`config.mk`:
```
export PLATFORM = sky130hd
export DESIGN_NAME = ffba_engine
export DESIGN_NICKNAME = d
export VERILOG_FILES = /design/src/ffba_pkg.sv /design/src/ffba_engine.sv
export VERILOG_INCLUDE_DIRS = /design/src /design/src/src
export SDC_FILE = /design/constraint.sdc
export NUM_CORES = 2
export LEC_CHECK = 0
export BUFFER_PORTS_ARGS = -buffer_cell sky130_fd_sc_hd__buf_2
export CORE_MARGIN = 2
export CORE_UTILIZATION = 40
export DETAILED_ROUTE_END_ITERATION = 6
export SYNTH_ARGS = -nofsm -noshare
export SYNTH_HDL_FRONTEND = slang
export SYNTH_SLANG_ARGS = --single-unit
```
`constraint.sdc`:
```
create_clock -name clk -period 16.06 [get_ports clk]
set_input_delay 3.212 -clock clk [delete_from_list [all_inputs] [get_ports clk]]
set_output_delay 3.212 -clock clk [all_outputs]
set_load 0.005 [all_outputs]
```
`src/first_fit_block_allocator_defines.svh`:
```
// Assertion macros shared by the allocator RTL.
// Expects clk and rst to be visible in the module that uses them.
`ifndef FIRST_FIT_BLOCK_ALLOCATOR_DEFINES_SVH
`define FIRST_FIT_BLOCK_ALLOCATOR_DEFINES_SVH

// Same-cycle implication, disabled during reset.
`define FFBA_ASSERT_IMP(lbl, ante, cons, msg) \
  lbl: assert property (@(posedge clk) disable iff (rst) (ante) |-> (cons)) else $error(msg);

// Next-cycle implication, disabled during reset.
`define FFBA_ASSERT_NXT(lbl, ante, cons, msg) \
  lbl: assert property (@(posedge clk) disable iff (rst) (ante) |=> (cons)) else $error(msg);

`endif

```
`src/ffba_pkg.sv`:
```
// Shared types and constants of the first-fit block allocator.
// No dependencies; imported by the allocator top and the engine.
package ffba_pkg;

  localparam int MAX_BLOCKS   = 64;
  localparam int HEADER_BYTES = 24;
  localparam int IDX_W        = $clog2(MAX_BLOCKS);
  localparam int CNT_W        = $clog2(MAX_BLOCKS + 1);
  localparam int CFG_IDX_W    = 2;

  // Request codes.
  localparam logic [1:0] REQ_ALLOC  = 2'd0;
  localparam logic [1:0] REQ_FREE   = 2'd1;
  localparam logic [1:0] REQ_RESIZE = 2'd2;
  localparam logic [1:0] REQ_CALLOC = 2'd3;

  // Status codes.
  localparam logic [2:0] ST_OK      = 3'd0;
  localparam logic [2:0] ST_ZERO    = 3'd1;
  localparam logic [2:0] ST_NOSPACE = 3'd2;
  localparam logic [2:0] ST_DOUBLE  = 3'd3;
  localparam logic [2:0] ST_BADADDR = 3'd4;

  // Configuration register indexes.
  localparam logic [CFG_IDX_W-1:0] REG_HEAP_START = CFG_IDX_W'(0);
  localparam logic [CFG_IDX_W-1:0] REG_HEAP_END   = CFG_IDX_W'(1);

  typedef struct packed {
    logic [1:0]  req_type;
    logic [31:0] size_bytes;
    logic [31:0] item_count;
    logic [31:0] payload_address;
  } ffba_in_t;

  typedef struct packed {
    logic [31:0] result_address;
    logic [2:0]  status;
    logic [31:0] copy_from;
    logic [31:0] copy_bytes;
  } ffba_out_t;

  // One block table entry as stored in the table memory.
  typedef struct packed {
    logic [31:0] start;
    logic [31:0] size;
    logic        free;
  } ffba_entry_t;

  // Configuration seen by the engine.
  typedef struct packed {
    logic        start_we;
    logic [31:0] start_value;
    logic [31:0] heap_end;
  } ffba_cfg_t;

endpackage

```
`src/ffba_engine.sv`:
```
// Request sequencer of the allocator: table walks, block reuse, append and free.
// Depends on ffba_pkg and the assertion macros; drives the table memory ports.
`include "first_fit_block_allocator_defines.svh"

module ffba_engine
  import ffba_pkg::*;
(
  input  logic              clk,
  input  logic              rst,
  input  ffba_cfg_t         cfg,
  input  logic              in_valid,
  output logic              in_stall,
  input  ffba_in_t          in_data,
  output logic              res_valid,
  input  logic              res_ready,
  output ffba_out_t         res,
  output logic              ram_re,
  output logic [IDX_W-1:0]  ram_raddr,
  input  ffba_entry_t       ram_rdata,
  output logic              ram_we,
  output logic [IDX_W-1:0]  ram_waddr,
  output ffba_entry_t       ram_wdata
);

  typedef enum logic [5:0] {
    S_IDLE     = 6'b000001,
    S_MUL      = 6'b000010,
    S_CHK      = 6'b000100,
    S_SCAN     = 6'b001000,
    S_FREE_OLD = 6'b010000,
    S_DONE     = 6'b100000
  } state_t;

  state_t            state;
  ffba_in_t          req;
  logic [31:0]       alloc_size;
  logic [63:0]       prod;
  logic              scan_fit;   // 1: first-fit search, 0: address lookup
  logic              moving;     // resize that must move its block
  logic [CNT_W-1:0]  scan_idx;
  logic              rd_pend;
  logic [IDX_W-1:0]  rd_idx;
  logic [IDX_W-1:0]  old_idx;
  ffba_entry_t       old;
  logic [CNT_W-1:0]  count;
  logic [31:0]       brk;

  logic              fit_match;
  logic              addr_match;
  logic              hit;
  logic              scan_end;
  logic              issue;
  logic [33:0]       new_break;
  logic              append_ok;
  logic              alloc_fin;
  logic              alloc_ok;
  logic [31:0]       alloc_base;
  logic [31:0]       alloc_addr;

  assign in_stall  = (state != S_IDLE);
  assign res_valid = (state == S_DONE);

  always_comb begin
    fit_match  = ram_rdata.free && (ram_rdata.size >= alloc_size);
    addr_match = ({1'b0, ram_rdata.start} + 33'(HEADER_BYTES)) == {1'b0, req.payload_address};
    hit        = (state == S_SCAN) && rd_pend && (scan_fit ? fit_match : addr_match);
    scan_end   = (state == S_SCAN) && !rd_pend && (scan_idx >= count);
    issue      = (state == S_SCAN) && !hit && (scan_idx < count);
    new_break  = {2'b00, brk} + 34'(HEADER_BYTES) + {2'b00, alloc_size};
    append_ok  = (count < CNT_W'(MAX_BLOCKS)) && (new_break <= {2'b00, cfg.heap_end});
    alloc_fin  = scan_fit && (hit || scan_end);
    alloc_ok   = hit || append_ok;
    alloc_base = hit ? ram_rdata.start : brk;
    alloc_addr = alloc_base + 32'(HEADER_BYTES);
  end

  assign ram_re    = issue;
  assign ram_raddr = scan_idx[IDX_W-1:0];

  // The table memory has a single write port; a moving resize frees the old
  // block in a cycle of its own after the new block is claimed.
  always_comb begin
    ram_we    = 1'b0;
    ram_waddr = rd_idx;
    ram_wdata = ram_rdata;
    if (state == S_SCAN) begin
      if (hit && scan_fit) begin
        ram_we         = 1'b1;
        ram_wdata.free = 1'b0;
      end else if (hit && (req.req_type == REQ_FREE) && !ram_rdata.free) begin
        ram_we         = 1'b1;
        ram_wdata.free = 1'b1;
      end else if (scan_end && scan_fit && append_ok) begin
        ram_we          = 1'b1;
        ram_waddr       = count[IDX_W-1:0];
        ram_wdata.start = brk;
        ram_wdata.size  = alloc_size;
        ram_wdata.free  = 1'b0;
      end
    end else if (state == S_FREE_OLD) begin
      ram_we         = 1'b1;
      ram_waddr      = old_idx;
      ram_wdata      = old;
      ram_wdata.free = 1'b1;
    end
  end

  always_ff @(posedge clk) begin
    if (rst) begin
      state   <= S_IDLE;
      count   <= '0;
      brk     <= '0;
      rd_pend <= 1'b0;
      moving  <= 1'b0;
    end else begin
      if (cfg.start_we && (count == '0)) begin
        brk <= cfg.start_value;
      end
      unique case (state)
        S_IDLE: begin
          if (in_valid) begin
            req        <= in_data;
            alloc_size <= in_data.size_bytes;
            scan_idx   <= '0;
            rd_pend    <= 1'b0;
            moving     <= 1'b0;
            res        <= '0;
            unique case (in_data.req_type)
              REQ_ALLOC: begin
                if (in_data.size_bytes == '0) begin
                  res.status <= ST_ZERO;
                  state      <= S_DONE;
                end else begin
                  scan_fit <= 1'b1;
                  state    <= S_SCAN;
                end
              end
              REQ_FREE: begin
                if (in_data.payload_address == '0) begin
                  state <= S_DONE;
                end else begin
                  scan_fit <= 1'b0;
                  state    <= S_SCAN;
                end
              end
              REQ_RESIZE: begin
                if (in_data.payload_address != '0) begin
                  scan_fit <= 1'b0;
                  state    <= S_SCAN;
                end else if (in_data.size_bytes == '0) begin
                  res.status <= ST_ZERO;
                  state      <= S_DONE;
                end else begin
                  scan_fit <= 1'b1;
                  state    <= S_SCAN;
                end
              end
              REQ_CALLOC: begin
                state <= S_MUL;
              end
            endcase
          end
        end
        S_MUL: begin
          prod  <= {32'b0, req.item_count} * {32'b0, req.size_bytes};
          state <= S_CHK;
        end
        S_CHK: begin
          if (prod[63:32] != '0) begin
            res.status <= ST_BADADDR;
            state      <= S_DONE;
          end else if (prod[31:0] == '0) begin
            res.status <= ST_ZERO;
            state      <= S_DONE;
          end else begin
            alloc_size <= prod[31:0];
            scan_fit   <= 1'b1;
            state      <= S_SCAN;
          end
        end
        S_SCAN: begin
          if (alloc_fin) begin
            rd_pend <= 1'b0;
            if (alloc_ok && !hit) begin
              count <= count + CNT_W'(1);
              brk   <= new_break[31:0];
            end
            res.result_address <= alloc_ok ? alloc_addr : '0;
            res.status         <= alloc_ok ? ST_OK : ST_NOSPACE;
            if (alloc_ok && (req.req_type == REQ_CALLOC)) begin
              res.copy_bytes <= alloc_size;
            end
            if (alloc_ok && moving) begin
              res.copy_from  <= req.payload_address;
              res.copy_bytes <= old.size;
              state          <= S_FREE_OLD;
            end else begin
              state <= S_DONE;
            end
          end else if (hit) begin
            rd_pend <= 1'b0;
            if (req.req_type == REQ_FREE) begin
              res.status <= ram_rdata.free ? ST_DOUBLE : ST_OK;
              state      <= S_DONE;
            end else if (ram_rdata.free) begin
              res.status <= ST_DOUBLE;
              state      <= S_DONE;
            end else if (ram_rdata.size >= req.size_bytes) begin
              res.result_address <= req.payload_address;
              state              <= S_DONE;
            end else begin
              // Block too small: remember it and restart as a first-fit search.
              old      <= ram_rdata;
              old_idx  <= rd_idx;
              moving   <= 1'b1;
              scan_fit <= 1'b1;
              scan_idx <= '0;
            end
          end else if (scan_end) begin
            res.status <= ST_BADADDR;
            state      <= S_DONE;
          end else begin
            rd_pend <= issue;
            if (issue) begin
              rd_idx   <= scan_idx[IDX_W-1:0];
              scan_idx <= scan_idx + CNT_W'(1);
            end
          end
        end
        S_FREE_OLD: begin
          state <= S_DONE;
        end
        S_DONE: begin
          if (res_ready) begin
            state <= S_IDLE;
          end
        end
        default: begin
          state <= S_IDLE;
        end
      endcase
    end
  end

  `FFBA_ASSERT_IMP(a_count_bound, 1'b1, count <= CNT_W'(MAX_BLOCKS), "block count exceeds table")
  `FFBA_ASSERT_IMP(a_write_state, ram_we, (state == S_SCAN) || (state == S_FREE_OLD), "table write outside a walk")
  `FFBA_ASSERT_NXT(a_append_count, scan_end && scan_fit && append_ok, count == CNT_W'($past(count) + CNT_W'(1)), "append did not grow the table")
  `FFBA_ASSERT_IMP(a_free_old_move, state == S_FREE_OLD, moving && (req.req_type == REQ_RESIZE), "old block freed without a moving resize")

endmodule
```
# Word level (Yosys, flattened, before mapping)
# Index checks and enable logic that the tools add are counted.
[word_totals] ff_bits=424 latch_bits=0 mem_bits_rw=0 romBits=0 out_inout_bits=180 n_memories=0
[classes] n_addsub=6 n_mul=1 div=0 magnitude_cmp=6 eq_ne=41 n_shift=0 mux=95 bitwise=7 n_reduce_logical=48
[ops] op="32-bit two-way mux" count=14
[ops] op="64-bit two-way mux" count=4
[ops] op="65-bit two-way mux" count=3
[ops] op="32-bit one-hot mux with 2 select lines" count=2
[ops] op="64-bit one-hot mux with 2 select lines" count=1
[ops] op="6-bit two-way mux" count=19
[ops] op="99-bit two-way mux" count=1
[ops] op="32-bit zero test" count=3
[ops] op="32-bit by 5-bit adder with 33-bit output (second input constant)" count=2
[ops] op="32-bit greater-or-equal comparator" count=2
[ops] op="32-bit by 32-bit multiplier with 64-bit output" count=1
[ops] op="32-bit nonzero test" count=2
[ops] op="7-bit two-way mux" count=8
[ops] op="6-bit one-hot mux with 6 select lines" count=1
[ops] op="35-bit two-way mux" count=1
[ops] op="33-bit by 32-bit adder with 34-bit output" count=1
[ops] op="34-bit by 32-bit <= comparator with 1-bit output" count=1
[ops] op="33-bit by 32-bit == test with 1-bit output" count=1
[ops] op="32-bit by 5-bit adder with 32-bit output (second input constant)" count=1
[ops] op="3-bit inequality test (second input constant)" count=10
[ops] op="1-bit two-way mux" count=25
[ops] op="6-bit one-hot mux with 4 select lines" count=1
[ops] op="7-bit AND reduction" count=3
[ops] op="1-bit logical AND" count=18
[ops] op="other kinds (41)" count=79

# Depth between registers and ports, before layout
[logic_depth] ltp_word=12 mapped_depth=29

# Worst setup path before layout
# OpenSTA, ideal clock, no wires.
[synth_timing] path_type="input port to output port" from="in ram_rdata[40] (netlist bit)" to="out ram_we" arrival_ps=5930 setup_slack_ps=6918 stages=13 n_path_buf=4 path_cell_list="buf_2 nand4_4 or3_1 buf_2 nor3_2 mux2_1 mux2i_1 a21oi_1 a41oi_4 buf_6 buf_6 nor3_1 or3_1"
[synth_via] elab_chain_len=9 word_cells_on_any_way=10
[synth_rtl] element="from (decl)" line="ffba_engine.sv:19" rtl="input ffba_entry_t ram_rdata,"
[synth_rtl] element="32-bit by 5-bit adder with 33-bit output (*)" line="ffba_engine.sv:65" rtl="addr_match = ({1'b0, ram_rdata.start} + 33'(HEADER_BYTES)) == {1'b0, req.payload_address};"
[synth_rtl] element="33-bit by 32-bit == test with 1-bit output (*)" line="ffba_engine.sv:65"
[synth_rtl] element="1-bit two-way mux (*)" line="ffba_engine.sv:66" rtl="hit = (state == S_SCAN) && rd_pend && (scan_fit ? fit_match : addr_match);"
[synth_rtl] element="1-bit logical AND (*)" line="ffba_engine.sv:66"
[synth_rtl] element="1-bit logical AND (2 in a row)" line="ffba_engine.sv:90" rtl="end else if (hit && (req.req_type == REQ_FREE) && !ram_rdata.free) begin"
[synth_rtl] element="1-bit two-way mux" line="ffba_engine.sv:90"
[synth_rtl] element="1-bit two-way mux (*)" line="ffba_engine.sv:87" rtl="if (hit && scan_fit) begin"
[synth_rtl] element="1-bit two-way mux (*)" line="ffba_engine.sv:86" rtl="if (state == S_SCAN) begin"
[synth_rtl] element="to (decl)" line="ffba_engine.sv:20" rtl="output logic ram_we,"
# Every way passes the cells marked *; elsewhere a longest branch is shown, timed or not.

==> impl_metrics.py <==
metrics = {
    "status": {
        "status": "finished, final reports clean",
    },
    "cts": {
        "cts.hold.buffers_added": 0,
        "clkTransAtPathRegs_ns": 0.06,
        "root_buffer": "clkbuf_16",
        "insertion_delay_ns": 0.66,
        "cts_setup_buffers": 0,
        "cts.sinks": 424,
        "h-tree-depth": 2,
        "clockBufferDepth": 3,
        "numCtsBuffers": 50,
        "cts_tree": "built",
        "cts_resized": 0,
    },
    "hold_path": {
        "hold_start": "rd_idx[3]$_DFFE_PP_",
        "hold_end": "old_idx[3]$_DFFE_PP_",
        "hold_depth": 0,
        "holdCritPathClass": "flip-flop to flip-flop",
    },
    "setup_path": {
        "crit_fanout": 61,
        "reg2reg_to": "prod[62]$_DFFE_PP_",
        "reg2regPathDepth": 24,
        "ff2ff_setup_slack_ns": 6.49,
        "path_class": "flip-flop to primary output",
        "cp.required_ns": 12.85,
        "regToRegStartpoint": "req[77]$_DFFE_PP_",
        "start_kind": "flip-flop",
        "end_kind": "primary output",
        "arrival_ns": 8.29,
    },
    "yosys": {
        "synth-edff-count": 377,
        "synth_fp_nets": 7382,
        "syn_area_um2": 56780,
        "avgSynthCellArea_um2": 9.765,
        "ys_warn_count": 0,
        "synth_ff_type": "edfxtp_1",
        "syn_inst": 5815,
        "synth_cell_types": 86,
        "yosysSeqAreaShare_pct": 21.59,
        "ys_ff_latch": 424,
        "async_flop_share_pct": 0,
    },
    "detailed_routing": {
        "wire_per_inst_um": 24.23,
        "ant_nets": 0,
        "drt_first_pass_iters": 6,
        "viasPerCell": 5.444,
        "routed_wl_um": 194000,
        "initialDrtViolationCount": 3674,
        "drc": 0,
        "vias": 43580,
    },
    "cells_and_area": {
        "final_common_cell": "inv_1",
        "layout_common_cells": "inv_1 (985), fa_1 (897), nand2_1 (790)",
        "layout-drive-gt1-share_pct": 10.67,
        "area.growth.synth_to_final_pct": 9.955,
        "fin_nets": 7629,
        "fin_cells": 8005,
    },
    "placed_design": {
        "hpwl_um": 145600,
        "portBuffers": 411,
        "routabilityCongestion": 0.9804,
        "dpl.cell_count": 7900,
    },
    "floorplan": {
        "dieArea_um2": 145000,
        "die_x_um": 380.8,
        "rows": 138,
        "dieHeight_um": 380.8,
        "io_pins": 412,
        "start_util_pct": 40.20,
        "core_um2": 141200,
    },
    "timing": {
        "fmax_ghz": 0.08695,
        "setup-tns-final_ns": 0,
        "finalCriticalPeriod_ns": 11.50,
        "drv_slew": 0,
        "finalCritPeriodShare_pct": 71.61,
        "fin_skew_ns": 0.03821,
        "finalSetupViolCount": 0,
        "tightest_slew_ns": 1.366,
        "rsz0062_at_grt": "false",
        "slew_headroom_pct": 8.775,
        "report.final.hold_viol_count": 0,
    },
    "job": {
        "max_cap_violations": 0,
    },
    "global_route": {
        "grt_overflow_total": 0,
        "grt_pass1_vias": 45800,
        "grt_max_degree": 75,
        "antenna_found_initial": 29,
        "grt.total_usage_pct": 26.93,
        "grt_first_pass_wirelength_um": 293100,
    },
}
==> sequential cells by signal (all words and copies together) (netlist names) <==
| signal | flops |
|---|---|
| scan_fit | 1 |
| old_idx | 6 |
| prod | 64 |
| count | 7 |
| rd_idx | 6 |
| scan_idx | 7 |
| rd_pend | 1 |
| res | 99 |
| state | 6 |
| req | 98 |
| alloc_size | 32 |
| moving | 1 |
| brk | 32 |
| old | 64 |
==> worst max path at each step <==
stage,startpoint,to,slack (ns),cells past startpoint
global route,alloc_size[1]$_DFFE_PP_,ram_wdata[3],4.25,24
floorplan,ram_rdata[40],ram_we,6.92,13
CTS,alloc_size[1]$_DFFE_PP_,ram_wdata[56],4.73,24
finish,alloc_size[1]$_DFFE_PP_,ram_wdata[3],4.56,24
global placement,alloc_size[1]$_DFFE_PP_,ram_wdata[49],5.51,24
detailed placement,alloc_size[1]$_DFFE_PP_,ram_wdata[3],5.44,24
==> kinds of logic (layout without fill, tap and decap cells) <==
family                     after synthesis  after routing  share of synthesized area (%)
other                                    0             12                              0
and+or+nand+nor                       1883           1883                          16.76
DFF                                    424            424                          21.59
xor gates and xnor gates               179            179                          2.787
AOI/OAI and AO/OA                      619            619                          7.225
adders and majority gates             1335           1335                          41.27
buffers and inverters                 1288           1576                          8.673
muxes                                   87             87                          1.686
==> through the flow <==
stage	worst slack, ns	hold WS [ns]	area, µm²	utilization [%]
2_1_floorplan	6.918	0.4262	56780	-
3_3_place_gp	5.506	0.4385	60710	42.98
3_5_place_dp	5.441	0.4374	60710	42.98
4_1_cts	4.734	0.4530	62410	44.19
5_1_grt	4.254	0.4667	62410	44.19
6_report	4.559	0.4507	62440	44.21
==> synth_stat cells, types with 7 or more instances <==
| master | number | area (µm²) |
|---|---|---|
| inv_1 | 985 | 3697 |
| fa_1 | 897 | 17960 |
| nand2_1 | 790 | 2965 |
| and2_1 | 609 | 3810 |
| ha_1 | 438 | 5480 |
| edfxtp_1 | 377 | 11320 |
| clkbuf_1 | 256 | 960.9 |
| a21oi_1 | 170 | 850.8 |
| nor2_1 | 138 | 518.0 |
| xnor2_1 | 114 | 998.5 |
| o21ai_0 | 95 | 475.5 |
| a21o_1 | 70 | 525.5 |
| a22oi_1 | 70 | 525.5 |
| xor2_1 | 64 | 560.5 |
| and3_1 | 54 | 337.8 |
| nand3_1 | 54 | 270.3 |
| nand4_1 | 54 | 337.8 |
| a211oi_1 | 52 | 390.4 |
| dfxtp_1 | 47 | 940.9 |
| mux2i_1 | 47 | 470.5 |
| nor4_1 | 39 | 244.0 |
| mux2_2 | 35 | 394.1 |
| nor3_1 | 30 | 150.1 |
| nor2b_1 | 29 | 181.4 |
| buf_2 | 24 | 120.1 |
| nand2b_1 | 22 | 137.6 |
| o21a_1 | 18 | 135.1 |
| a31oi_1 | 15 | 93.84 |
| and4_1 | 15 | 131.4 |
| o21bai_1 | 15 | 112.6 |
| a211o_1 | 14 | 122.6 |
| o211ai_1 | 14 | 105.1 |
| or3_1 | 13 | 81.33 |
| buf_1 | 10 | 37.54 |
| buf_4 | 10 | 75.07 |
| a32o_1 | 7 | 70.07 |
| o31ai_1 | 7 | 52.55 |
==> area by class of cell <==
| type | instances | area (µm²) |
|---|---|---|
| inverter | 985 | 3697 |
| clock inverter | 38 | 404.1 |
| timing repair buffer | 498 | 2710 |
| clock buffer | 55 | 1291 |
| tap | 1890 | 2365 |
| antenna | 12 | 30.03 |
| sequential | 424 | 12260 |
| fill | 13720 | 78800 |
| multi-input combinational | 4103 | 39680 |
==> critical path, cell delays in order (launching register included) <==
cell and delay [ns]:
edfxtp_1 0.44, ha_1 0.32, ha_1 0.22, fa_1 0.50, a211o_1 0.33, a21oi_1 0.28, o32ai_1 0.23, a31oi_1 0.36
nor3_1 0.10, a41oi_1 0.40, o21ai_0 0.18, xor2_1 0.20, ha_1 0.31, and4_1 0.21, nand3_1 0.09, or3_1 0.45
nor4_1 0.39, a21oi_1 0.11, a21boi_1 0.23, nand2b_1 0.28, nor3_4 0.54, buf_4 0.76, a22oi_1 0.15, nand2_1 0.36
buf_2 0.19
==> layer usage <==
metal | global-route usage [%] | vias up | part of all wire, %
met1 | 36.05 | 22280 | 42
met3 | 4.143 | 367 | 7.8
met4 | 10.57 | 12 | 4.5
met2 | 43.82 | 1876 | 46
li1 | - | 19050 | -
met5 | 0.2646 | - | 0.042
Power is left out: the tool's default activity adds up to more than one toggle a clock period on the data nets, which glitch-free logic cannot reach.
